`src/rtl/assert_macros.svh`:
```
// assertion macros used by the top-level rtl file
// no dependencies; expands to nothing when SYNTH is defined
`ifndef ASSERT_MACROS_SVH
`define ASSERT_MACROS_SVH

`ifndef SYNTH
`define JETP_ASSERT_RST(lbl, prop) \
    lbl: assert property (@(posedge i_clk) disable iff (!i_rst_n) prop) \
        else $error("assertion failed");
`define JETP_ASSERT_ALL(lbl, prop) \
    lbl: assert property (@(posedge i_clk) prop) \
        else $error("assertion failed");
`else
`define JETP_ASSERT_RST(lbl, prop)
`define JETP_ASSERT_ALL(lbl, prop)
`endif

`endif

```
`src/rtl/jetp_pkg.sv`:
```
// shared types, constants and helper functions for the julia escape-time pixel unit
// no dependencies
`timescale 1ns / 1ps

package jetp_pkg;

    localparam int          FRAC_BITS = 26;
    localparam logic [16:0] MAX_ITER  = 17'd1023;
    localparam int          ADDR_W    = 5;
    localparam int          DATA_W    = 32;

    localparam logic signed [63:0] FOUR_FX = 64'sd4 <<< FRAC_BITS;

    localparam logic [9:0]  RST_ITER_LIMIT = 10'd100;
    localparam logic [9:0]  RST_CENTER_X   = 10'd512;
    localparam logic [9:0]  RST_CENTER_Y   = 10'd512;
    localparam logic [30:0] RST_PIXEL_STEP = 31'd262144;

    typedef enum logic [2:0] {
        REG_C_REAL     = 3'd0,
        REG_C_IMAG     = 3'd1,
        REG_ITER_LIMIT = 3'd2,
        REG_CENTER_X   = 3'd3,
        REG_CENTER_Y   = 3'd4,
        REG_PIXEL_STEP = 3'd5
    } t_reg_idx;

    typedef struct packed {
        logic signed [31:0] c_real;
        logic signed [31:0] c_imag;
        logic [9:0]         iter_limit;
        logic [9:0]         center_x;
        logic [9:0]         center_y;
        logic [30:0]        pixel_step;
    } t_cfg;

    typedef enum logic [2:0] {
        S_IDLE,
        S_MAP,
        S_START,
        S_MUL,
        S_EVAL
    } t_state;

    typedef struct packed {
        logic load;
        logic mul;
        logic map_sel;
        logic start;
        logic step;
        logic finish;
    } t_cmd;

    typedef struct packed {
        logic escape;
        logic at_limit;
    } t_sts;

    function automatic logic signed [31:0] sat32(input logic signed [63:0] v);
        logic signed [31:0] r;
        if (v > 64'sd2147483647) begin
            r = 32'sh7FFFFFFF;
        end else if (v < -64'sd2147483648) begin
            r = 32'sh80000000;
        end else begin
            r = v[31:0];
        end
        return r;
    endfunction

    function automatic logic [9:0] eff_limit(input logic [9:0] lim);
        logic [9:0] r;
        if ({7'b0, lim} < MAX_ITER) begin
            r = lim;
        end else begin
            r = MAX_ITER[9:0];
        end
        return r;
    endfunction

endpackage

```
`src/rtl/jetp_ctrl.sv`:
```
// controller: pixel sequencing state machine and output beat valid
// depends on jetp_pkg
`timescale 1ns / 1ps

module jetp_ctrl
    import jetp_pkg::*;
(
    input  logic i_clk,
    input  logic i_rst_n,
    input  logic i_in_valid,
    output logic o_in_stall,
    output logic o_out_valid,
    input  logic i_out_stall,
    input  t_sts i_sts,
    output t_cmd o_cmd
);

    t_state r_state;
    t_state n_state;
    logic   r_out_valid;
    logic   n_out_valid;
    logic   w_out_free;
    logic   w_done;

    assign w_out_free  = !r_out_valid || !i_out_stall;
    assign w_done      = i_sts.escape || i_sts.at_limit;
    assign o_in_stall  = (r_state != S_IDLE);
    assign o_out_valid = r_out_valid;

    always_comb begin
        n_state = r_state;
        unique case (r_state)
            S_IDLE:  if (i_in_valid) n_state = S_MAP;
            S_MAP:   n_state = S_START;
            S_START: n_state = S_MUL;
            S_MUL:   n_state = S_EVAL;
            S_EVAL: begin
                if (!w_done) begin
                    n_state = S_MUL;
                end else if (w_out_free) begin
                    n_state = S_IDLE;
                end
            end
            default: n_state = S_IDLE;
        endcase
    end

    always_comb begin
        o_cmd = '0;
        unique case (r_state)
            S_IDLE:  o_cmd.load = i_in_valid;
            S_MAP: begin
                o_cmd.mul     = 1'b1;
                o_cmd.map_sel = 1'b1;
            end
            S_START: o_cmd.start = 1'b1;
            S_MUL:   o_cmd.mul   = 1'b1;
            S_EVAL: begin
                o_cmd.step   = !w_done;
                o_cmd.finish = w_done && w_out_free;
            end
            default: ;
        endcase
    end

    always_comb begin
        if (o_cmd.finish) begin
            n_out_valid = 1'b1;
        end else begin
            n_out_valid = r_out_valid && i_out_stall;
        end
    end

    always_ff @(posedge i_clk) begin
        if (!i_rst_n) begin
            r_state     <= S_IDLE;
            r_out_valid <= 1'b0;
        end else begin
            r_state     <= n_state;
            r_out_valid <= n_out_valid;
        end
    end

endmodule
```
`config.mk`:
```
export PLATFORM = sky130hd
export DESIGN_NAME = jetp_ctrl
export DESIGN_NICKNAME = d
export VERILOG_FILES = /design/src/rtl/assert_macros.svh /design/src/rtl/jetp_pkg.sv /design/src/rtl/jetp_ctrl.sv
export SDC_FILE = /design/constraint.sdc
export NUM_CORES = 1
export LEC_CHECK = 0
export ABC_AREA = 1
export BUFFER_PORTS_ARGS = -buffer_cell sky130_fd_sc_hd__buf_2
export CORE_AREA = 2 2 39 41
export CTS_CLUSTER_DIAMETER = 60
export DETAILED_ROUTE_END_ITERATION = 8
export DIE_AREA = 0 0 41 43
export SLEW_MARGIN = 15
export SYNTH_ARGS = -nofsm -noshare
export SYNTH_HDL_FRONTEND = slang
export SYNTH_SLANG_ARGS = --single-unit
export TNS_END_PERCENT = 30
```
`constraint.sdc`:
```
create_clock -name i_clk -period 1 [get_ports i_clk]
set_clock_uncertainty 0.1 [all_clocks]
set_input_delay 0 -clock i_clk [delete_from_list [all_inputs] [get_ports i_clk]]
set_output_delay 0 -clock i_clk [all_outputs]
set_load 0.02 [all_outputs]
```
After elaboration in Yosys (flattened, before gate mapping)
Cells that the tools add are included.
- output and inout bits: 8
- logic and storage cells: 29
- input port bits: 6
- register bits after elaboration: 4
- reductions and logical operators: 11
- multiplexer cells: 10
- eq/ne operators: 6
- operators with widths (kind ; number):
    case mux 3 bit (5 select lines) ; 1
    2-to-1 mux 3 bit ; 3
    == test 3 x 2 -> 1 bit, second input constant ; 2
    2-to-1 mux 1 bit ; 5
    == test 3 x 1 -> 1 bit, second input constant ; 1
    == test 3 bit, second input constant ; 1
    logical NOT 1 bit ; 3
    logical NOT 3 bit ; 1
    != test 3 bit, second input constant ; 1
    nonzero test 3 bit ; 1
    logical AND 1 bit ; 2
    logical OR 1 bit ; 2
    2-to-1 mux 2 bit ; 1
    != test 2 bit, second input constant ; 1
    AND reduction 2 bit ; 1
    OR reduction 2 bit ; 1

Longest topological paths before layout
Gate-level depths: netlist (run 1).
- depth in word-level cells: 5
- depth in mapped cells: 7
- gate-level depth less buffers: 7

Worst setup path after synthesis (run 1)
OpenSTA, ideal clock, no wires.
- path kind: reg2reg
- start point: register r_out_valid (netlist: o_out_valid)
- end point: register r_state[0]
- arrival time: 0.841 ns
- buffers on the path: 0
- slack: -0.056 ns
- stages on the path, launching flop included: 8
- period minus slack after synthesis: 1.056 ns
- required time: 0.785 ns
- cells stage by stage: dfxtp_1 -> nand2_1 -> inv_1 -> nand2_1 -> nor2_2 -> nor2_1 -> nand2_1 -> nor2_2
- longest elaborated chain between the ends: 4
- RTL lines (element ; RTL line ; source):
    from (decl) ; jetp_ctrl.sv:20 ; logic r_out_valid;
    from (signal assigned) ; jetp_ctrl.sv:80 ; r_out_valid <= n_out_valid;
    logical NOT 1 bit ; jetp_ctrl.sv:25 ; assign w_out_free = !r_out_valid || !i_out_stall;
    logical OR 1 bit ; jetp_ctrl.sv:25 ;
    != test 3 bit (no line) ; - ;
    AND reduction 2 bit (no line) ; - ;
    to (signal assigned) ; jetp_ctrl.sv:79 ; r_state <= n_state;
    to (decl) ; jetp_ctrl.sv:18 ; t_state r_state;
No other way between the ends.
A chain may end at the register's enable or synchronous reset.

==> impl_results.md, run 1 <==
* GR met2 Demand/Resource at 0.1250
* Most frequent cells in the layout: inv_1 (8), buf_2 (7), buf_6 (7), nand2_1 (5), inv_2 (4)
* Rel. slew slack at 0.8850
* Worst-Skew Late Latency at 0.23 ns
* Fmax at approximately 830 MHz
* Failing checks: hold timing, setup timing
* Top cell type's share of synthesized area at 0.3153
* Worst Max-Slew Pin Slew at 0.1723 ns
* First-pass GRT wire length at 931 um
* Antenna-violating nets left at 0
* Largest cells by area after synthesis: dfxtp_1 (32%), inv_1 (18%), nand3_1 (9.9%)
* Clock transition at the registers of the reported paths at 0.04 ns
* TritonCTS clock tree: yes
* Worst Setup Path Type: flip-flop to output pin
* Final net count at 70
* Num ports at 14
* Static Leak at 0.2612 nW
* Drt via density at between 3 and 4
* Chip Width at between 40 and 50 um
* Initial antenna violation count at 0
* Cell Area, Placed at roughly 360 um^2
* Worst path cell trace: nor2_4, nand2_2, inv_2, nand2_2, nor2_2, buf_6
* Port Buffers at 13
* Slowest cell on the critical path: dfxtp_2
* Clk network pwr share at 0.215
* Largest stage delay on the critical path at about 0.33 ns
* Unique cell type count in the Yosys netlist at 12
* H-tree levels at 1
* Tot GR Track Use at 0.08133
* Worst-path fanout max at 3
* Startpoint Class: flip-flop
* Clock sinks at 4
* Grt met3 use at 0.04188
* Largest net degree at the start of global routing at 5
* Unrepaired setup endpoints after global routing: yes
* Min Tclk post-route at between 1 and 1.5 ns
* Gate count after technology mapping at 41
* Core Area at around 0.0014 mm^2
* Syn_area_per_cell at ~6.2 um^2
* Final WS setup at -0.2034 ns
* P&R area growth vs syn at 99.51%
* Seq/Total Area, Yosys at 0.3153
* Synth Cell Area at between 200 and 300 um^2
* Total grt overflow at 0
* Layout cells sized above 1 at 0.7097
* Routed via count at 309
* Syn. warnings at 0
* Fill cells at approximately 160
* GPL Wtd Cong at approximately 0.65
* Most used cell, CP: nand2_2
* Power Density at between 1500 and 2000 mW/mm^2
* Root buf cell: clkbuf_4
* Core Rows at 14
* Critical Path RT at approximately 0.90 ns
* Setup Viol. Count Final at 10
* Internal Pwr Total at roughly 0.56 mW
* Total CTS buffers at 3
* Mapped Nets at 47
* WL final at about 630 um
* Synth area leader: dfxtp_1
* Worst hold margin at -0.05393 ns
* Die area at 0.001763 mm^2
* Initial Utilization at 0.1835
* Vias in the first global route at between 200 and 300
* HPWL Detailed at 459 um
* Fin area at slightly above 500 um^2
* Switching share of power at 0.3906
* Routed WL per cell at roughly 8.0 um
* Crit path arrival time at approximately 1.1 ns
* MaxCap Viol Count at 0
* Crit share post-route at 1.203
* Ant diodes at 0
* Die height at 43 um
* Critical path endpoint category: output pin
* Hold bufs inserted after CTS at 1
* Worst min-delay path category: primary input to flip-flop
* Commonest non-fill, non-tap cell in the layout: inv_1
* Residual DRC at 0
* Hold Vio Cnt, Final at 1
* Seq cells post-synth at 4
* Met1 global-route usage at 0.07717
* Global routing's busiest layer: met2
* Max clock buf depth at 2
* Max-slew violations at 0
* Drt initial violations at 0
* Peak supply drop at 0.5661 mV
* Sequential share of power at 0.238
* Psw at around 0.36 mW
* DRT Pass-1 Iters at 1
* Part of the power in combinational logic at 0.547
* Status: finished, violations left
-- timing repair --
item | CTS | global route
pin swaps | 3 | 5
buffers inserted | 2 | 0
gates resized for setup | 24 | 8
endpoints found under the hold margin | 3 | 1
setup endpoints to repair | 10 | 11
-- state kept, by name, summed over array words and instances (netlist names) --
signal       cells
o_out_valid      1
r_state          3
-- path summary, 6_finish.rpt --
path	from	end	slack, ns	cells after the start
worst min register to register	o_out_valid	o_out_valid	0.39	2
worst max register to register	r_state[1]	r_state[0]	-0.15	7
worst max-delay path	r_state[1]	o_cmd[0]	-0.20	6
worst min-delay path	i_out_stall	o_out_valid	-0.05	3
-- metrics by stage --
step / util / cells / setup WS (ns) / total power, mW / TNS [ns]
final: 0.3662 / 78 / -0.2034 / 0.9132 / -1.035
after global routing: 0.3662 / 78 / -0.2459 / 0.9749 / -1.518
after detailed placement: 0.2622 / 72 / -0.05534 / 0.5625 / -0.06220
after global placement: 0.2622 / 72 / -0.04795 / 0.5592 / -0.04820
after CTS: 0.3463 / 78 / -0.2061 / 0.8799 / -1.225
after floorplan: - / 41 / -0.01137 / 0.4450 / -0.01137
-- critical path: cells and delay by family, from the launching register on --
kind | cells | cell delay, ns
simple gates | 4 | 0.38
buf+inv | 2 | 0.17
flops | 1 | 0.33
-- cells by family after synthesis --
| family | synth area share |
|---|---|
| flip-flops | 0.3153 |
| AO/OA/AOI/OAI | 0.07882 |
| buffers and inverters | 0.1921 |
| AND/OR/NAND/NOR | 0.4138 |
-- cells in the mapped netlist (all sizes together) --
cell type and instances:
inv 13, nand2 8, nor2 8, nand3 5, dfxtp 4, a21oi 2
a31oi 1
-- layer usage --
layer / routed length (um) / up-vias
li1: - / 163
met1: 230 / 138
met2: 340 / 8
met3: 54 / 0
met4: 0 / 0
met5: 0 / -
-- area by class of cell --
type | count | area [um^2] | area share
clock buffers | 3 | 22.52 | 0.04444
inverters | 13 | 51.30 | 0.1012
multi-input cells | 24 | 178.9 | 0.3531
flip-flops and latches | 4 | 87.58 | 0.1728
well taps | 16 | 20.02 | 0.03951
repair buffers | 18 | 146.4 | 0.2889
-- power by group through the flow --
stage	Clock, mW	Sequential (mW)	Combinational [mW]
3_5_place_dp	0	0.210	0.352
4_1_cts	0.207	0.215	0.458
5_1_grt	0.212	0.220	0.543
6_report	0.196	0.217	0.499
3_3_place_gp	0	0.209	0.350
2_1_floorplan	0	0.213	0.232
(Power assumes the default switching activity.)
==> run 2, diff against run 1 <==
- RECOVER_POWER: unset -> 100
- clock period: 1 -> 1.05 ns (I/O delays scaled with it)
==> run 2 against run 1 <==
The flow still finishes with violations (hold timing, setup timing). Via count decreased by 6.1%. Register-to-register slack improved by 0.08 ns. Worst setup slack better by 0.048 ns. Design area down 17%. Critical path type unchanged. Critical endpoint unchanged. Largest cell class unchanged. Highest routed layer unchanged.
==> impl_results.md, run 2 (synthesized netlist as in run 1, its figures left out) <==
* Total grt overflow at 0 (unchanged)
* Peak supply drop at 0.6148 mV (+8.6%)
* Dpl ws at -0.01093 ns (+0.04441 ns)
* Num ports at 14 (unchanged)
* Hold Path Sink: o_out_valid
* H-tree levels at 1 (unchanged)
* Critical Path RT at 0.95 ns (+0.05 ns)
* Worst min-delay path category: primary input to flip-flop
* MaxCap Viol Count at 0 (unchanged)
* Status: finished, violations left
* Hold bufs inserted after CTS at 1 (unchanged)
* Startpoint Class: flip-flop
* Drt initial violations at 0 (unchanged)
* Final Non-Filler Cells at 75 (-3.8%)
* Wire length on met3 at 47 um (-13%)
* First-pass GRT wire length at 752 um (-19%)
* DR top layer: met3
* Largest net degree at the start of global routing at 5 (unchanged)
* Final net count at 67 (-4.3%)
* Max-slew violations at 0 (unchanged)
* Initial Utilization at 0.1835 (unchanged)
* Worst flop-to-flop path startpoint: r_state[1]
* Core Rows at 14 (unchanged)
* Most frequent cells in the layout: inv_1 (10), buf_2 (7), nand2_1 (5), buf_4 (5)
* Layout cells sized above 1 at 0.5763 (-0.1334)
* Die area at 0.001763 mm^2 (unchanged)
* Final WS setup at -0.1555 ns (+0.04788 ns)
* Port Buffers at 13 (unchanged)
* TritonCTS clock tree: yes
* Met2 routed WL at 244 um (-28%)
* Failing checks: hold timing, setup timing
* Die height at 43 um (unchanged)
* Initial antenna violation count at 0 (unchanged)
* Worst Max-Slew Pin Slew at 0.2492 ns (+0.07686 ns)
* Rel. slew slack at 0.8346 (-0.05040)
* Crit share post-route at 1.148
* Total CTS buffers at 3 (unchanged)
* Setup TNS at -0.4878 ns (+0.5468 ns)
* HP Start: i_out_stall
* Fmax at roughly 830 MHz
* Static Leak at 0.2323 nW (-11%)
* Root buf cell: clkbuf_4
* Clock sinks at 4 (unchanged)
* Min Tclk post-route at 1.205 ns
* GPL Wtd Cong at 0.6308 (-3.6%)
* Setup Viol. Count Final at 8 (-2)
* Sequential Area at 90.09 um^2 (+2.9%)
* Clock transition at the registers of the reported paths at 0.04 ns (about the same)
* HPWL Detailed at 425.2 um (-7.4%)
* DRT Pass-1 Iters at 1 (unchanged)
* Worst-path fanout max at 4 (+1)
* Multi-input logic area at 142.6 um^2 (-20%)
* Residual DRC at 0 (unchanged)
* Final Power at 0.7392 mW (-19%)
* Unrepaired setup endpoints after global routing: yes
* Reg-to-reg endpoint: r_state[0]
* Path depth of the worst reg2reg path at 7 (unchanged)
* Final design utilization at 0.3047 (-0.06148)
* Routed WL per cell at 6.773 um (-15%)
* P&R area growth vs syn at 66.01%
* Core Area at 0.001384 mm^2 (unchanged)
* Placed Cells at 70 (-2.8%)
* Hold depth at 3 (unchanged)
* Wire length on met1 at 216 um (-6.1%)
* Critical path endpoint category: output pin
* Antenna-violating nets left at 0 (unchanged)
* Max reg flops at 3 (unchanged)
* Fin area at 421.7 um^2 (-17%)
* Chip Width at 41 um (unchanged)
* Worst-Skew Late Latency at 0.23 ns (about the same)
* Worst hold margin at -0.06911 ns (-0.01518 ns)
* Max clock buf depth at 2 (unchanged)
* Tot GR Track Use at 0.06834 (-0.01298)
* Worst Setup Path Type: flip-flop to output pin
* Cell Area, Placed at 340.3 um^2 (-6.2%)
* Routed via count at 290 (-6.1%)
* Commonest non-fill, non-tap cell in the layout: inv_1
* Largest Register: r_state
* Vias in the first global route at 206 (-26%)
* Drt via density at 3.867 (-2.4%)
* WL final at 508 um (-19%)
* Crit path arrival time at 1.11 ns (about the same)
* R2r setup slk at -0.07 ns (+0.08 ns)
* Power Density at 1753 mW/mm^2 (-2.7%)
* Hold Vio Cnt, Final at 1 (unchanged)
* Ant diodes at 0 (unchanged)
* Fill cells at 167 (+7.7%)
-- run 2: cell count changes in the layout (fill, tap and decap cells not counted), moves of 2 or more --
| cell | before | now |
|---|---|---|
| buf_6 | 7 | 1 |
| nand3_1 | 1 | 4 |
| buf_4 | 3 | 5 |
| inv_1 | 8 | 10 |
| nand3_2 | 3 | 1 |
-- run 2: cell type report --
class / count / area share
sequential: 4 / 0.2137
timing repair buffer: 15 / 0.2315
multi-input combinational: 24 / 0.3383
clock buffer: 3 / 0.05341
tap: 16 / 0.04748
inverter: 13 / 0.1157
-- run 2: what timing repair did --
| item | CTS | global route |
|---|---|---|
| pin swaps | 1 | 5 |
| buffers inserted | 1 | 0 |
| endpoints found under the hold margin | 3 | 1 |
| gates cloned | 0 | 0 |
| endpoints found under the setup margin | 8 | 9 |
| resized for setup | 9 | 9 |
-- run 2: critical path, cell delays in order, from the launching register on --
cell     delay [ns]
dfxtp_4        0.35
nor2_4         0.13
nand2_2        0.07
inv_2          0.05
nand2_2        0.05
nor2_2         0.09
buf_4          0.14
-- run 2: per-layer routing --
| metal | GRT usage | vias to the layer above |
|---|---|---|
| met3 | 0.04712 | 0 |
| li1 | - | 157 |
| met4 | 0.06000 | 0 |
| met5 | 0 | - |
| met1 | 0.08387 | 124 |
| met2 | 0.07500 | 9 |
-- run 2: how the worst max path moves through the flow --
stage	slack [ns]	end	startpoint
floorplan	0.02	r_state[0]	r_state[1]
global placement	-0.003	r_state[0]	r_state[1]
detailed placement	-0.01	r_state[0]	r_state[1]
CTS	-0.16	o_cmd[0]	r_state[0]
global route	-0.24	o_cmd[0]	r_state[1]
finish	-0.16	o_cmd[0]	r_state[1]
-- run 2: where the power goes --
part / leakage [nW] / switching, mW / internal [mW]
clock: 0.0138 / 0.0588 / 0.128
combinational: 0.184 / 0.199 / 0.141
sequential: 0.0350 / 0.0293 / 0.184
