--- src/rtl/assert_macros.svh ---
// assertion macros used by the top-level rtl file
// no dependencies; expands to nothing when SYNTH is defined
`ifndef ASSERT_MACROS_SVH
`define ASSERT_MACROS_SVH

`ifndef SYNTH
`define JETP_ASSERT_RST(lbl, prop) \
    lbl: assert property (@(posedge i_clk) disable iff (!i_rst_n) prop) \
        else $error("assertion failed");
`define JETP_ASSERT_ALL(lbl, prop) \
    lbl: assert property (@(posedge i_clk) prop) \
        else $error("assertion failed");
`else
`define JETP_ASSERT_RST(lbl, prop)
`define JETP_ASSERT_ALL(lbl, prop)
`endif

`endif

--- src/rtl/jetp_pkg.sv ---
// shared types, constants and helper functions for the julia escape-time pixel unit
// no dependencies
`timescale 1ns / 1ps

package jetp_pkg;

    localparam int          FRAC_BITS = 26;
    localparam logic [16:0] MAX_ITER  = 17'd1023;
    localparam int          ADDR_W    = 5;
    localparam int          DATA_W    = 32;

    localparam logic signed [63:0] FOUR_FX = 64'sd4 <<< FRAC_BITS;

    localparam logic [9:0]  RST_ITER_LIMIT = 10'd100;
    localparam logic [9:0]  RST_CENTER_X   = 10'd512;
    localparam logic [9:0]  RST_CENTER_Y   = 10'd512;
    localparam logic [30:0] RST_PIXEL_STEP = 31'd262144;

    typedef enum logic [2:0] {
        REG_C_REAL     = 3'd0,
        REG_C_IMAG     = 3'd1,
        REG_ITER_LIMIT = 3'd2,
        REG_CENTER_X   = 3'd3,
        REG_CENTER_Y   = 3'd4,
        REG_PIXEL_STEP = 3'd5
    } t_reg_idx;

    typedef struct packed {
        logic signed [31:0] c_real;
        logic signed [31:0] c_imag;
        logic [9:0]         iter_limit;
        logic [9:0]         center_x;
        logic [9:0]         center_y;
        logic [30:0]        pixel_step;
    } t_cfg;

    typedef enum logic [2:0] {
        S_IDLE,
        S_MAP,
        S_START,
        S_MUL,
        S_EVAL
    } t_state;

    typedef struct packed {
        logic load;
        logic mul;
        logic map_sel;
        logic start;
        logic step;
        logic finish;
    } t_cmd;

    typedef struct packed {
        logic escape;
        logic at_limit;
    } t_sts;

    function automatic logic signed [31:0] sat32(input logic signed [63:0] v);
        logic signed [31:0] r;
        if (v > 64'sd2147483647) begin
            r = 32'sh7FFFFFFF;
        end else if (v < -64'sd2147483648) begin
            r = 32'sh80000000;
        end else begin
            r = v[31:0];
        end
        return r;
    endfunction

    function automatic logic [9:0] eff_limit(input logic [9:0] lim);
        logic [9:0] r;
        if ({7'b0, lim} < MAX_ITER) begin
            r = lim;
        end else begin
            r = MAX_ITER[9:0];
        end
        return r;
    endfunction

endpackage

--- src/rtl/jetp_cfg.sv ---
// apb-style configuration register file
// depends on jetp_pkg
`timescale 1ns / 1ps

module jetp_cfg
    import jetp_pkg::*;
(
    input  logic              i_clk,
    input  logic              i_rst_n,
    input  logic              psel,
    input  logic              penable,
    input  logic              pwrite,
    input  logic [ADDR_W-1:0] paddr,
    input  logic [DATA_W-1:0] pwdata,
    output logic [DATA_W-1:0] prdata,
    output logic              pready,
    output t_cfg              o_cfg
);

    t_cfg     r_cfg;
    t_reg_idx w_idx;
    logic     w_wr;

    assign pready = 1'b1;
    assign w_idx  = t_reg_idx'(paddr[ADDR_W-1:2]);
    assign w_wr   = psel & penable & pwrite;
    assign o_cfg  = r_cfg;

    always_ff @(posedge i_clk) begin
        if (!i_rst_n) begin
            r_cfg.c_real     <= '0;
            r_cfg.c_imag     <= '0;
            r_cfg.iter_limit <= RST_ITER_LIMIT;
            r_cfg.center_x   <= RST_CENTER_X;
            r_cfg.center_y   <= RST_CENTER_Y;
            r_cfg.pixel_step <= RST_PIXEL_STEP;
        end else if (w_wr) begin
            unique case (w_idx)
                REG_C_REAL:     r_cfg.c_real     <= pwdata;
                REG_C_IMAG:     r_cfg.c_imag     <= pwdata;
                REG_ITER_LIMIT: r_cfg.iter_limit <= pwdata[9:0];
                REG_CENTER_X:   r_cfg.center_x   <= pwdata[9:0];
                REG_CENTER_Y:   r_cfg.center_y   <= pwdata[9:0];
                REG_PIXEL_STEP: r_cfg.pixel_step <= pwdata[30:0];
                default: ;
            endcase
        end
    end

    always_comb begin
        unique case (w_idx)
            REG_C_REAL:     prdata = r_cfg.c_real;
            REG_C_IMAG:     prdata = r_cfg.c_imag;
            REG_ITER_LIMIT: prdata = {22'b0, r_cfg.iter_limit};
            REG_CENTER_X:   prdata = {22'b0, r_cfg.center_x};
            REG_CENTER_Y:   prdata = {22'b0, r_cfg.center_y};
            REG_PIXEL_STEP: prdata = {1'b0, r_cfg.pixel_step};
            default:        prdata = '0;
        endcase
    end

endmodule

--- config.mk ---
export PLATFORM = sky130hd
export DESIGN_NAME = jetp_cfg
export DESIGN_NICKNAME = d
export VERILOG_FILES = /design/src/rtl/assert_macros.svh /design/src/rtl/jetp_pkg.sv /design/src/rtl/jetp_cfg.sv
export SDC_FILE = /design/constraint.sdc
export NUM_CORES = 1
export LEC_CHECK = 0
export ABC_AREA = 1
export BUFFER_PORTS_ARGS = -buffer_cell sky130_fd_sc_hd__buf_2
export CAP_MARGIN = 10
export CORE_ASPECT_RATIO = 0.6
export CORE_MARGIN = 2
export CORE_UTILIZATION = 50
export DETAILED_ROUTE_END_ITERATION = 10
export PLACE_DENSITY = 0.82
export RECOVER_POWER = 100
export SLEW_MARGIN = 20
export SYNTH_ARGS = -nofsm -noshare
export SYNTH_HDL_FRONTEND = slang
export SYNTH_SLANG_ARGS = --single-unit
--- constraint.sdc ---
create_clock -name i_clk -period 1.6 [get_ports i_clk]
set_clock_uncertainty 0.05 [all_clocks]
set_input_delay 0.32 -clock i_clk [delete_from_list [all_inputs] [get_ports i_clk]]
set_output_delay 0.32 -clock i_clk [all_outputs]
set_load 0.005 [all_outputs]
# Yosys cells after proc, flatten, opt, wreduce, memory -nomap -nowiden
# Index checks and enable logic that the tools add are counted.
dict set report totals {
  reg_bits 125
  inputBits 42
  out_inout_bits 158
  elab_cells 21
}
dict set report op_classes {
  n_eq_ne 5
  mux 1
  bitwise 2
  reduce_logical 7
}
# operator n
set op_table {}
lappend op_table {{32-bit case mux with 6 select lines} 1}
lappend op_table {{2-bit AND reduction} 6}
lappend op_table {{3-bit by 2-bit equality test with 1-bit output, second input constant} 2}
lappend op_table {{3-bit equality test, second input constant} 2}
lappend op_table {{3-bit by 1-bit equality test with 1-bit output, second input constant} 1}
lappend op_table {{3-bit logical NOT} 1}
lappend op_table {{1-bit bitwise AND} 2}

# Logic depth before layout (Yosys ltp)
# Gate-level depths: netlist (run 1).
dict set report depth {
  ltp_word 3
  depth_mapped 8
  mapped_depth_nobuf 6
}

# Worst setup path before layout (run 1)
# OpenSTA, ideal clock, no wires.
dict set report synth_timing {
  path_kind {input-to-output}
  start {in paddr[2]}
  end {out prdata[10]}
  arrival_time_ns 1.184
  required_ns 1.230
  setup_slack_ns 0.046
  cell_stages 6
  path_buffers 2
  path_cell_list {buf_2 -> nand2_1 -> nor2_2 -> clkbuf_1 -> nand2_1 -> nand3_1}
}
dict set report synth_between {
  elab_chain_cells 2
  word_cells_on_any_way 7
  classes_between {eq/ne (5); mux (1); reduce/logical (1)}
}
# element line
set synth_lines {}
lappend synth_lines {{start: declaration} jetp_cfg.sv:13} ;# input logic [ADDR_W-1:0] paddr,
lappend synth_lines {{3-bit equality test, or another cell as far along} jetp_cfg.sv:51} ;# unique case (w_idx)
lappend synth_lines {{32-bit case mux with 6 select lines (*)} jetp_cfg.sv:51}
lappend synth_lines {{end: declaration} jetp_cfg.sv:15} ;# output logic [DATA_W-1:0] prdata,
# Mark *: on every way between the ends. The rest lies on a longest branch, timed or not.

# Worst setup path in the final report (run 1)
dict set report layout_timing {
  start {in paddr[4]}
  end {out prdata[16]}
}
# Same word-level chain as after synthesis.

==> results.toml, run 1 <==
[cts]
clock_path_buffers = 2
cts_buffers = 17
path_clk_slew_ps = 60
holdBufCountCts = 0
cts-root-buf = "clkbuf_16"
cts_tree = "yes"
cts.sinks = 125
insertion_delay_ps = 410
htree_num_levels = 4

[pwr]
p_int_w = 0.00568
finalPower_w = 0.00765
powerDensity_nw_per_um2 = 903
power_frac_comb = 0.098
clock_power_share = 0.484
irDropWorstVdd_mv = 1.03
seqPwrFrac = 0.417
swShare = 0.257
power_leakage_nw = 4.38
switchingPower_w = 0.00196

[critical_path]
cp.required_ps = 1230
timing.reg2reg.setup_slack_ps = 780
worstPathCellList = "buf_12 -> buf_12 -> nor2_4 -> clkbuf_16 -> nand2_2 -> nand3_2 -> buf_2"
crit_buf_inv = 4
worstPathArrival_ps = 1260
critPathKind = "in -> out"
rr_worst_depth = 3
slowest_delay_ps = 230
crit_slowest_cell = "nor2_4"
r2r_end = "o_cfg[2]$_SDFFE_PN0P_"
crit_fanout = 5
path_common_cell = "buf_12"
crit_family = "buffers and inverters"
cp-start-kind = "input pin"
rr_startpoint = "o_cfg[2]$_SDFFE_PN0P_"
worstSetupEndpointType = "primary output"

[synth]
synth_edf_count = 0
syn_area_sq_um = 5850
synth_area_leaders = "dfxtp_1 43%, nand2_1 17%, nor2_1 17%"
synth_compound_area_frac = 0.0111
post_synth.cell_area_avg_sq_um = 6.24
synth_warnings = 0
synth_top_area_cell = "dfxtp_1"
yosysSeqAreaShare = 0.427
synth.ff_latch_count = 125
syn_nets = 980
netlist_instances = 938
synthAdderAreaFrac = 0
synth-simple-area-share = 0.484
synth_top_family_by_area = "simple AND/OR/NAND/NOR gates"
synth_top_area_share = 0.427
ys.flop_type = "dfxtp_1"
synthMuxAreaShare = 0
asyncSetResetFlopFracSynth = 0
synth_cell_types = 18
synth.most_common_cell = "nand2_1"
ys_top_cells_by_count = "269 x nand2_1, 262 x nor2_1, 131 x nand3_1"
synth-xor-area-share = 0

[finish]
multi_input_area_sq_um = 3130
largest_reg_flops = 125
area_growth_pct = 44.6
antenna_cells = 0
nets = 1208
n_fill_cell = 922
stdcell_count = 1339
seq_area_sq_um = 2530
drive_above_1_share = 0.331

[sta]
finalMaxSlewViolations = 0
fin_crit_ps = 1630
setup-violations-final = 15
tightest_slew_ps = 667
hold_viol = 0
grt_setup_unrepaired = "yes"
period_share = 1.02
worst_slack_ps = -31.4
worst_hold_slack_ps = 103
relSlewSlack = 0.555
maxClockFrequency_ghz = 0.613

[routing]
route.detailed.drc = 0
ant_nets = 0
wl_per_cell_um = 15.7
routed_wirelength_um = 21000
drtPass1Iterations = 5
routed_via_density = 5.28
vias = 7068
drt-initial-drc-count = 503

[floorplanning]
num_rows = 30
dieArea_sq_um = 12600
pin_count = 200
core_area_sq_um = 11400
fp.dieH_um = 87.8
start_util = 0.515
dieWidth_um = 144

[run_status]
status = "finished, violations left"
violations = "negative setup slack"

[placement]
gp_congestion = 1.03
placedCellCount = 1283
port_buffers = 196
pre_cts_ws_ps = -44.6
dp_hpwl_um = 13400

[global_route]
grt_pass1_wl_um = 29200
grt_pass1_vias = 5750
track_usage = 0.301
antenna_found_initial = 0
grt_max_degree = 52
overflow = 0

[min_path]
hold_depth = 3
worstHoldEndpoint = "o_cfg[53]$_SDFFE_PN1P_"
hp-class = "in -> reg"
timing.hold.worst.start = "pwdata[2]"

[job]
cap_violations = 0
[layout by cell type, fill, tap and decap left out, drive strengths merged, types with 7 or more instances in the layout]
master,count
nand3,132
nand4,20
dfxtp,125
clkinv,7
nand2,269
clkbuf,36
nor2,269
inv,49
a21oi,10
buf,254
[worst min-delay path: stages]
cell and delay, ps:
buf_2 90, nand2_1 50, nand3_1 60
[metrics by stage]
step                      utilization  TNS [ps]  cell area [sq um]
after floorplan                     -         0               5850
after global placement          0.648     -72.7               7370
after detailed placement        0.648      -299               7370
after CTS                       0.712         0               8100
after global routing            0.745      -823               8470
final                           0.745      -203               8470
[final cells by class]
class,instances,share of cell area
Timing Repair Buffer,271,0.218
Sequential cell,125,0.298
Multi-Input combinational cell,704,0.370
Clock buffer,19,0.0535
Clock inverter,13,0.0137
Tap cell,160,0.0236
Inverter,47,0.0226
[worst max-delay path by stage]
stage / from / endpoint / slack, ps / cells past startpoint
after floorplan: paddr[2] / prdata[10] / 50 / 6
after global placement: paddr[4] / prdata[8] / -30 / 8
after detailed placement: paddr[4] / prdata[8] / -40 / 8
after CTS: o_cfg[6]$_SDFFE_PN0P_ / prdata[6] / 0.005 / 5
after global routing: paddr[4] / prdata[16] / -50 / 7
final: paddr[4] / prdata[16] / -30 / 7
[layer usage]
| metal | GRT usage | routed length (um) |
|---|---|---|
| met4 | 0.0775 | 208 |
| met3 | 0.0968 | 2720 |
| met2 | 0.457 | 9220 |
| met5 | 0 | 0 |
| met1 | 0.417 | 8810 |
[repair_timing]
item / 4_1_cts / 5_1_grt
gates resized for setup: 41 / 72
endpoints found under the setup margin: 19 / 26
pin swaps: 8 / 32
gates cloned: 2 / 7
setup buffers: 3 / 12
[power groups by stage]
| stage | registers, W | logic, W | clock network [W] |
|---|---|---|---|
| floorplan | 0.00325 | 0.000344 | 0 |
| global placement | 0.00325 | 0.000627 | 0 |
| detailed placement | 0.00325 | 0.000637 | 0 |
| CTS | 0.00319 | 0.000674 | 0.00370 |
| global route | 0.00319 | 0.000807 | 0.00387 |
| finish | 0.00319 | 0.000752 | 0.00370 |
[cell families (layout without fill, tap and decap cells)]
kind of cell,after synthesis,in the layout
compound gates,13,13
buf+inv,109,350
flops,125,125
other cells,1,1
simple gates,690,690
No activity file was read; power rests on OpenSTA's default activity.
==> inputs of run 2 (changes only) <==
--- a/config.mk
+++ b/config.mk
@@ -8,7 +8,6 @@
 export ABC_AREA = 1
 export BUFFER_PORTS_ARGS = -buffer_cell sky130_fd_sc_hd__buf_2
 export CAP_MARGIN = 10
-export CORE_ASPECT_RATIO = 0.6
 export CORE_MARGIN = 2
 export CORE_UTILIZATION = 50
 export DETAILED_ROUTE_END_ITERATION = 10
==> run 2 against run 1 <==
Net effect:
- the flow still finishes with violations (negative setup slack)
- critical path depth grew 1
- sequential power is essentially flat
- sequential cell count is the same
- via count shrank 2.3%
- sequential share of layout area grew 0.75 points
- total power grew 1.2%
- hold slack lost 6.3 ps
- critical path type unchanged
==> results.toml, run 2 (same netlist as run 1, synthesis figures left out) <==
[run_status]
status = "finished, violations left"
violations = "negative setup slack"

[cts]
cts-root-buf = "clkbuf_16"
insertion_delay_ps = 410
clock_path_buffers = 2
cts_buffers = 17
htree_num_levels = 4
cts.sinks = 125
cts_tree = "yes"
path_clk_slew_ps = 60

[finish]
drive_above_1_share = 0.321
largest_reg_flops = 125
area_growth_pct = 41.3
nets = 1194
final_cell_mix = "251 x nor2_1, 243 x nand2_1, 192 x buf_2, 120 x nand3_1, 103 x dfxtp_1"
final_common_cell = "nor2_1"
post-route-util = 0.725
antenna_cells = 0

[sta]
fin_crit_ps = 1660
grt_setup_unrepaired = "yes"
setup-violations-final = 6
period_share = 1.04
relSlewSlack = 0.447
hold_viol = 0
worst_slack_ps = -57.8
tightest_slew_ps = 829
maxClockFrequency_ghz = 0.603
finalMaxSlewViolations = 0

[critical_path]
slowest_delay_ps = 240
crit_slowest_cell = "buf_4"
worstSetupEndpointType = "primary output"
cp.required_ps = 1230
worstPathCellList = "buf_6 -> inv_6 -> buf_4 -> nand4_1 -> nand2_2 -> nor2_4 -> nand2_1 -> buf_2"
crit_family = "buffers and inverters"
crit_buf_inv = 4
critPathKind = "in -> out"
worstPathArrival_ps = 1290
crit_fanout = 20
cp-start-kind = "input pin"

[routing]
drt-initial-drc-count = 625
routed_wirelength_um = 19900
routed_via_density = 5.28
drtPass1Iterations = 6
vias = 6902
wl_per_cell_um = 15.2
ant_nets = 0
route.detailed.drc = 0

[placement]
dp_hpwl_um = 12400
port_buffers = 196
gp_congestion = 0.890

[global_route]
grt_pass1_wl_um = 29700
overflow = 0
track_usage = 0.293
antenna_found_initial = 0
grt_pass1_vias = 5942
grt_max_degree = 42

[floorplanning]
core_area_sq_um = 11400
pin_count = 200
fp.dieH_um = 112
dieWidth_um = 112
dieArea_sq_um = 12600
num_rows = 39
start_util = 0.513

[pwr]
irDropWorstVdd_mv = 0.647
powerDensity_nw_per_um2 = 935
finalPower_w = 0.00774
power_leakage_nw = 4.32

[job]
cap_violations = 0

[min_path]
hp-class = "in -> reg"
## run 2: repair_timing
| item | in CTS | in global routing |
|---|---|---|
| endpoints found under the setup margin | 32 | 32 |
| gates resized for setup | 38 | 74 |
| buffers inserted | 11 | 7 |
| cloned | 3 | 1 |
| hold buffers | 0 | 0 |
| pin swaps | 14 | 14 |
| endpoints found under the hold margin | 0 | 0 |
## run 2: worst paths after layout
| path | startpoint | end | slack (ps) | depth (start not counted) |
|---|---|---|---|---|
| setup / recovery | paddr[3] | prdata[5] | -60 | 8 |
| hold / removal | pwdata[5] | o_cfg[56]$_SDFFE_PN1P_ | 100 | 3 |
| setup reg to reg | o_cfg[102]$_SDFFE_PN0P_ | o_cfg[102]$_SDFFE_PN0P_ | 840 | 3 |
| hold reg to reg | o_cfg[32]$_SDFFE_PN0P_ | o_cfg[32]$_SDFFE_PN0P_ | 440 | 2 |
## run 2: tightest hold or removal path, stage by stage
cell and delay [ps]:
buf_2 90, nand2_1 50, nand3_1 70
## run 2: power breakdown
part           leakage, nW  internal, W  switching, W  total [W]
Clock                0.285      0.00238       0.00146    0.00384
Sequential            1.02      0.00316     0.0000362    0.00319
Combinational         3.01     0.000280      0.000425   0.000705
## run 2: cell type report
| class | instances | area, sq um |
|---|---|---|
| fillers | 958 | 3150 |
| multi-input cells | 704 | 3140 |
| flip-flops and latches | 125 | 2530 |
| repair buffers | 257 | 1650 |
| clock buffers | 19 | 453 |
| inverters | 47 | 184 |
| well taps | 143 | 179 |
| clock inverters | 13 | 141 |
## run 2: layer usage
metal,part of all wire,vias up,global-route usage
met5,0,-,0
met1,0.40,3119,0.375
met3,0.099,46,0.0826
li1,-,3353,-
met2,0.47,384,0.477
met4,0.031,0,0.106
## run 2: metrics by stage
stage | instances | instance area (sq um) | hold WS, ps | setup TNS (ps) | setup WS [ps]
finish | 1308 | 8270 | 96.3 | -112 | -57.8
global placement | 1257 | 7280 | 415 | -419 | -39.4
detailed placement | 1257 | 7280 | 424 | -659 | -60.2
global route | 1308 | 8270 | 86.6 | -1580 | -116
CTS | 1302 | 8110 | 76.6 | -13.0 | -6.35
floorplan | 938 | 5850 | 396 | 0 | 46.2
==> inputs of run 3 (changes only) <==
--- a/config.mk
+++ b/config.mk
@@ -11,7 +11,7 @@
 export CORE_MARGIN = 2
 export CORE_UTILIZATION = 50
 export DETAILED_ROUTE_END_ITERATION = 10
-export PLACE_DENSITY = 0.82
+export PLACE_DENSITY = 0.81
 export RECOVER_POWER = 100
 export SLEW_MARGIN = 20
 export SYNTH_ARGS = -nofsm -noshare
==> run 3 against run 2 <==
Net effect:
- the flow still finishes with violations (negative setup slack)
- hold slack worse by 11 ps
- core utilization is 0.84 points lower
- global-route usage is 0.72 points higher
- first-iteration DRC count is 17% lower
- via count is 0.78% higher
- combinational power is 1% lower
- final cell count is 0.54% higher
- sequential power hardly changed
- non-clock buffer count is 7 higher
==> results.toml, run 3 (same netlist as run 1, synthesis figures left out) <==
[run_status]
status = "finished, violations left"
violations = "negative setup slack"

[finish]
largest_reg_flops = 125
final_area_sq_um = 8180
multi_input_area_sq_um = 3030
antenna_cells = 0
area_growth_pct = 39.7
n_fill_cell = 900
post-route-util = 0.716
final_common_cell = "nand2_1"
stdcell_count = 1315
drive_above_1_share = 0.310
seq_area_sq_um = 2540
nets = 1201
final_cell_mix = "253 x nand2_1, 252 x nor2_1, 193 x buf_2, 126 x nand3_1, 98 x dfxtp_1"

[critical_path]
r2r_end = "o_cfg[5]$_SDFFE_PN0P_"
critPathKind = "reg -> out"
worstPathArrival_ps = 1240
rr_worst_depth = 3
crit_family = "simple AND/OR/NAND/NOR gates"
worstPathCellList = "nand4_1 -> nand2_1 -> nor2_2 -> nand2_1 -> buf_2"
rr_startpoint = "o_cfg[5]$_SDFFE_PN0P_"
worstSetupEndpointType = "primary output"
crit_buf_inv = 1
cp.required_ps = 1230
crit_fanout = 3
timing.reg2reg.setup_slack_ps = 810
path_common_cell = "nand2_1"
slowest_delay_ps = 330
crit_slowest_cell = "dfxtp_2"
cp-start-kind = "flop"

[global_route]
grt_max_degree = 67
overflow = 0
grt_pass1_wl_um = 30300
antenna_found_initial = 0
track_usage = 0.301
grt_pass1_vias = 5999

[min_path]
hp-class = "in -> reg"
worstHoldEndpoint = "o_cfg[57]$_SDFFE_PN1P_"
hold_depth = 3
timing.hold.worst.start = "pwdata[6]"

[sta]
fin_crit_ps = 1610
grt_setup_unrepaired = "yes"
tightest_slew_ps = 789
hold_viol = 0
period_share = 1.01
worst_slack_ps = -11.3
finalMaxSlewViolations = 0
setup-violations-final = 4
maxClockFrequency_ghz = 0.621
relSlewSlack = 0.474

[cts]
holdBufCountCts = 0
cts-root-buf = "clkbuf_16"
cts.sinks = 125
insertion_delay_ps = 410
htree_num_levels = 4
clock_path_buffers = 2
cts_tree = "yes"
path_clk_slew_ps = 60
cts_buffers = 17

[routing]
vias = 6956
route.detailed.drc = 0
routed_wirelength_um = 20000
drt-initial-drc-count = 520
wl_per_cell_um = 15.2
routed_via_density = 5.29
drtPass1Iterations = 8
ant_nets = 0

[floorplanning]
dieArea_sq_um = 12600
fp.dieH_um = 112
dieWidth_um = 112
num_rows = 39
start_util = 0.513
pin_count = 200
core_area_sq_um = 11400

[placement]
placedCellCount = 1258
port_buffers = 196
place_area_sq_um = 7310
gp_congestion = 0.907
dp_hpwl_um = 12400

[pwr]
power_leakage_nw = 4.19
powerDensity_nw_per_um2 = 930
irDropWorstVdd_mv = 0.677

[job]
cap_violations = 0
[run 3: changes by cell type in the layout (fill, tap and decap cells not counted), sizes merged]
| cell | change |
|---|---|
| bufinv | -1 |
| clkbuf | -2 |
| buf | +9 |
| inv | +3 |
| bufbuf | -1 |
| clkinv | -1 |
[run 3: through the flow]
| stage | setup TNS, ps | hold slack, ps | setup slack, ps | power [W] |
|---|---|---|---|---|
| after floorplan | 0 | 396 | 46.2 | 0.00360 |
| after global placement | -862 | 423 | -56.5 | 0.00388 |
| after detailed placement | -1040 | 436 | -68.0 | 0.00388 |
| after CTS | -134 | 72.5 | -34.6 | 0.00757 |
| after global routing | -457 | 89.2 | -66.9 | 0.00781 |
| final | -23.6 | 85.1 | -11.3 | 0.00760 |
[run 3: where the power goes]
part	switching, W	internal [W]
clock	0.00155	0.00216
sequential	0.0000352	0.00315
combinational	0.000421	0.000277
[run 3: cell type report]
cell class                 instances  share of cell area
clock buffer                      18              0.0525
sequential                       125               0.310
multi-input combinational        704               0.370
timing repair buffer             264               0.206
inverter                          47              0.0228
clock inverter                    14              0.0167
tap                              143              0.0219
[run 3: timing repair]
item / CTS / global route
buffers inserted: 12 / 15
gates resized for setup: 37 / 55
pin swaps: 11 / 28
endpoints found under the setup margin: 31 / 32
cloned: 2 / 1
[run 3: per-layer routing]
metal,part of all wire,vias up,track usage
met4,0.032,0,0.124
met3,0.10,50,0.0675
met5,0,-,0
met1,0.39,3128,0.386
met2,0.48,413,0.491
li1,-,3365,-
[run 3: worst reg2reg max path: cells and delay by family (launching register included)]
| family | cells | cell delay, ps |
|---|---|---|
| buffers and inverters | 1 | 130 |
| flip-flops | 1 | 320 |
| AND/OR/NAND/NOR | 2 | 180 |
[run 3: how the worst max path moves through the flow]
stage                      startpoint    endpoint  slack (ps)  cells past startpoint
2_1_floorplan                paddr[2]  prdata[10]          50                      6
3_5_place_dp                 paddr[2]  prdata[25]         -70                      8
4_1_cts                      paddr[4]  prdata[21]         -30                      7
6_report       o_cfg[62]$_SDFFE_PN0P_   prdata[1]         -10                      5
5_1_grt        o_cfg[68]$_SDFFE_PN0P_   prdata[7]         -70                      5
3_3_place_gp                 paddr[2]  prdata[25]         -60                      8
